`config.mk`:
```
export PLATFORM = sky130hd
export DESIGN_NAME = casb_blend
export DESIGN_NICKNAME = d
export VERILOG_FILES = /design/src/hw/rtl/casb_pkg.sv /design/src/hw/rtl/casb_blend.sv
export SDC_FILE = /design/constraint.sdc
export NUM_CORES = 1
export LEC_CHECK = 0
export BUFFER_PORTS_ARGS = -buffer_cell sky130_fd_sc_hd__buf_2
export CAP_MARGIN = 20
export CORE_MARGIN = 3
export CORE_UTILIZATION = 44
export DETAILED_ROUTE_END_ITERATION = 6
export GPL_TIMING_DRIVEN = 0
export SYNTH_ARGS = -nofsm -noshare
export SYNTH_HDL_FRONTEND = slang
export SYNTH_SLANG_ARGS = --single-unit
```
`constraint.sdc`:
```
create_clock -name vclk -period 12.2
set_input_delay 2.44 -clock vclk [all_inputs]
set_output_delay 2.44 -clock vclk [all_outputs]
set_load 0.01 [all_outputs]
```
`src/hw/rtl/casb_pkg.sv`:
```
// ----------------------------------------------------------------------------
// casb_pkg
// shared types, codes and helpers of the sprite blitter
// ----------------------------------------------------------------------------
`default_nettype none

package casb_pkg;

  localparam int FB_AW    = 16;
  localparam int FB_DEPTH = 1 << FB_AW;
  localparam int PIX_W    = 32;
  localparam int CFG_W    = 11;
  localparam int CNT_W    = 10;
  localparam int ST_W     = 3;
  localparam int MAX_SIZE = 1024;

  localparam logic [PIX_W-1:0] ALPHA_OPAQUE = 32'hFF00_0000;

  typedef enum logic [1:0] {
    CMD_PIXEL    = 2'd0,
    CMD_LOAD     = 2'd1,
    CMD_READ     = 2'd2,
    CMD_READ_ALT = 2'd3
  } cmd_t;

  typedef enum logic [ST_W-1:0] {
    ST_OPAQUE  = 3'd0,
    ST_BLEND   = 3'd1,
    ST_CLEAR   = 3'd2,
    ST_CLIPPED = 3'd3,
    ST_IO_DONE = 3'd4
  } status_t;

  typedef enum logic [1:0] {
    REG_DEST_X  = 2'd0,
    REG_DEST_Y  = 2'd1,
    REG_WIDTH   = 2'd2,
    REG_HEIGHT  = 2'd3
  } cfg_reg_t;

  typedef enum logic [2:0] {
    OP_NOP   = 3'd0,
    OP_LOAD  = 3'd1,
    OP_COPY  = 3'd2,
    OP_BLEND = 3'd3,
    OP_READ  = 3'd4
  } op_t;

  typedef struct packed {
    logic             en;
    logic [FB_AW-1:0] addr;
    logic [PIX_W-1:0] data;
  } fb_wr_t;

  typedef struct packed {
    logic             en;
    logic [FB_AW-1:0] addr;
  } fb_rd_t;

  // zero acts as one, anything above the limit acts as the limit
  function automatic logic [CFG_W-1:0] clamp_size(input logic [CFG_W-1:0] v);
    logic [CFG_W-1:0] r;
    r = v;
    if (v == '0) begin
      r = CFG_W'(1);
    end else if (v > CFG_W'(MAX_SIZE)) begin
      r = CFG_W'(MAX_SIZE);
    end
    return r;
  endfunction

endpackage

`default_nettype wire

```
`src/hw/rtl/casb_blend.sv`:
```
// ----------------------------------------------------------------------------
// casb_blend
// per-channel alpha blend of a source pixel over a destination word
// ----------------------------------------------------------------------------
`default_nettype none

module casb_blend (
  input  wire  [casb_pkg::PIX_W-1:0] src,
  input  wire  [casb_pkg::PIX_W-1:0] dst,
  output logic [casb_pkg::PIX_W-1:0] result
);
  import casb_pkg::*;

  localparam int CH_W   = 8;
  localparam int NCH    = 3;
  localparam int SUM_W  = 2 * CH_W + 1;

  logic [CH_W-1:0] alpha;
  logic [CH_W-1:0] alpha_inv;

  assign alpha     = src[PIX_W-1 -: CH_W];
  assign alpha_inv = ~alpha;  // 255 - a

  for (genvar c = 0; c < NCH; c++) begin : g_ch
    logic [SUM_W-1:0] sum;
    assign sum = SUM_W'(src[c*CH_W +: CH_W]) * SUM_W'(alpha)
               + SUM_W'(dst[c*CH_W +: CH_W]) * SUM_W'(alpha_inv)
               + SUM_W'(128);
    assign result[c*CH_W +: CH_W] = sum[2*CH_W-1:CH_W];
  end

  assign result[PIX_W-1 -: CH_W] = ALPHA_OPAQUE[PIX_W-1 -: CH_W];

endmodule

`default_nettype wire

```
==> results.md <==
- Outcome: complete, no violations
- HP Start: src[15]
- Leakage: about 7.4 nW
- Setup Crit Path Kind: in -> out
- CP dominant cell by count: fa_1
- Storage cell area: 0 sq um
- Synthesis-to-finish area growth: 6.772%
- Gr ovfl total: 0
- Number of clock buffers in the layout: 0
- Total Neg Setup Slack: 0 ns
- Initial Util: 0.4533
- Final net count: 2,064
- Worst Path Max Fanout: 10
- Fmax: approximately 0.089 GHz
- CP startpoint kind: input port
- Post-CTS resize count: 0
- Final non-filler cell area: around 14,000 sq um
- Rows: 61
- Worst-Margin Slew: 0.9114 ns
- Post-route DRC: 0
- Worst Hold End: result[15]
- WL/cell: roughly 16 um
- Synthesized area: ~13,000 sq um
- I/O Buffers: 73
- WP data required: a little under 10 ns
- Ports: 96
- Period utilisation layout: 0.9229
- Ant. Diodes: 0
- Routed wire length: between 20,000 and 30,000 um
- # fillers: 2,785
- Slew margin rel.: 0.3924
- Hold Fails Final Rpt: 0
- Chip width: approximately 180 um
- Vias in the first global route: 9,940
- CP Capture Type: primary output
- Synth Area per Inst: ~8.9 sq um
- Routability cong.: approximately 0.86
- Global-route wire length before repair: a little over 50,000 um
- Max-Cap Viols: 0
- Power Dens Cells: roughly 260 nW/um^2
- Worst hold stages: 8
- Unrepaired setup endpoints after global routing: false
- Die ar.: approximately 31,000 sq um
- Fin. max-slew vios: 0
- Die Height: 176.3 um
- DR iter-0 viols: around 360
- VDD IR-drop max: 425.4 uV
- Sequential cell count: 0
- Sequential fraction of the synthesis area: 0
- Antenna Nets Post-Route: 0
- CP max-delay cell: clkbuf_1
- Synth warnings: 0
- Drt via density: between 4 and 5
- Drt pass-1 iters: 4
- Initial antenna violation count: 0
- Post-CTS Setup Inserts: 0
- Total track usage: 0.2026
- Cell count after synthesis: roughly 1,400
- DP HPWL: 25,880 um
- Worst path cell trace: clkbuf_1 -> clkbuf_1 -> nand2_1 -> fa_1 -> fa_1 -> fa_1 -> inv_1 -> fa_1 -> fa_1 -> inv_1 -> fa_1 -> inv_1 -> ha_1 -> or3_1 -> o211a_1 -> o41a_1 -> o41a_1 -> nand4_1 -> buf_2
- Pin count of the biggest net entering global routing: 11
- Hold-fix buffers at CTS: 0
- Post-synth cell types: 33
- Final setup fails: 0
- Core area: 28,160 sq um
- Fraction of layout cells with a size suffix above 1: 0.05523
- Placed Area: 13,630 sq um
- Critical path data arrival time: 8.82 ns
- Final min period: 11.26 ns
- Crit path largest cell delay: 0.75 ns
- Min-Delay Path Class: in -> out
- Via count: 9,190
==> logic make-up (layout without fill, tap and decap cells) <==
family,after synthesis,after routing,share of synthesized area
adders and majority gates,477,477,0.6350
buffers and inverters,469,542,0.1402
and+or+nand+nor,421,421,0.1818
AOI/OAI and AO/OA,44,44,0.02274
xor gates and xnor gates,29,29,0.01989
other,1,8,0.0002937
==> cell usage after synthesis (2+ instances only) <==
| master | number | area (sq um) |
|---|---|---|
| nor2b_1 | 123 | 769.5 |
| nand4_1 | 2 | 12.51 |
| ha_1 | 192 | 2402 |
| o21ai_0 | 11 | 55.05 |
| nor2_1 | 17 | 63.81 |
| fa_1 | 285 | 5705 |
| nand3_1 | 3 | 15.01 |
| a21oi_1 | 14 | 70.07 |
| nand2b_1 | 70 | 437.9 |
| o41a_1 | 2 | 22.52 |
| buf_4 | 8 | 60.06 |
| clkbuf_1 | 39 | 146.4 |
| inv_1 | 422 | 1584 |
| o211ai_1 | 4 | 30.03 |
| nand2_1 | 105 | 394.1 |
| and3_1 | 2 | 12.51 |
| and2_1 | 91 | 569.3 |
| xnor2_1 | 24 | 210.2 |
| xor2_1 | 5 | 43.79 |
| o21bai_1 | 2 | 15.01 |
| a211oi_1 | 4 | 30.03 |
| nor3_1 | 5 | 25.02 |
==> power by group <==
group	total (mW)	leakage, nW	internal, mW	switching (mW)
combinational	3.59	7.39	1.61	1.98
sequential	0	0	0	0
clock	0	0	0	0
==> worst max path at each step <==
stage	depth (start not counted)	endpoint	startpoint	slack (ns)
after floorplan	18	result[23]	src[25]	2.02
after global placement	20	result[7]	src[26]	1.06
after detailed placement	19	result[23]	src[28]	1.00
after CTS	19	result[23]	src[28]	0.99
after global routing	19	result[23]	src[28]	0.65
final	19	result[23]	src[28]	0.94
==> worst max-delay path, delay by kind of cell <==
kind / cells / cell delay, ns
AOI/OAI and AO/OA: 3 / 1.06
buffers and inverters: 6 / 1.47
adders and majority gates: 7 / 3.20
and+or+nand+nor: 3 / 0.64
==> layer usage <==
metal | vias to the layer above | share of wire | global-route usage
met2 | 209 | 0.50 | 0.3577
met4 | 0 | 0.011 | 0.02226
li1 | 4284 | - | -
met1 | 4674 | 0.43 | 0.2802
met5 | - | 0 | 0
met3 | 23 | 0.053 | 0.02065
==> per-stage QoR <==
stage	hold slack, ns	util	setup WS [ns]	std cells	total power, mW
floorplan	5.562	-	2.022	1448	2.632
global placement	5.902	0.4840	1.062	1899	3.593
detailed placement	5.932	0.4840	1.001	1899	3.651
CTS	5.939	0.4840	0.9912	1899	3.674
global route	6.007	0.4840	0.6524	1899	4.164
finish	5.925	0.4840	0.9410	1899	3.589
==> placed cells by master, fill, tap and decap left out, types with 2 or more instances in the layout <==
master	count
conb_1	8
xor2_1	5
buf_2	73
a21oi_1	14
clkbuf_1	39
fa_1	285
nor2_1	17
o41a_1	2
o211ai_1	4
ha_1	192
o21ai_0	11
nand2_1	105
nor3_1	5
nand3_1	3
o21bai_1	2
nand4_1	2
nor2b_1	123
and2_1	91
xnor2_1	24
inv_1	422
nand2b_1	70
buf_4	8
and3_1	2
a211oi_1	4
==> area by class of cell <==
cell class         count  area, sq um  share of cell area
well taps            378        473.0             0.03469
inverters            422         1584              0.1162
plain buffers         47        206.4             0.01514
multi-input cells    979        11000              0.8072
repair buffers        73        365.4             0.02680
(Power assumes the default switching activity.)
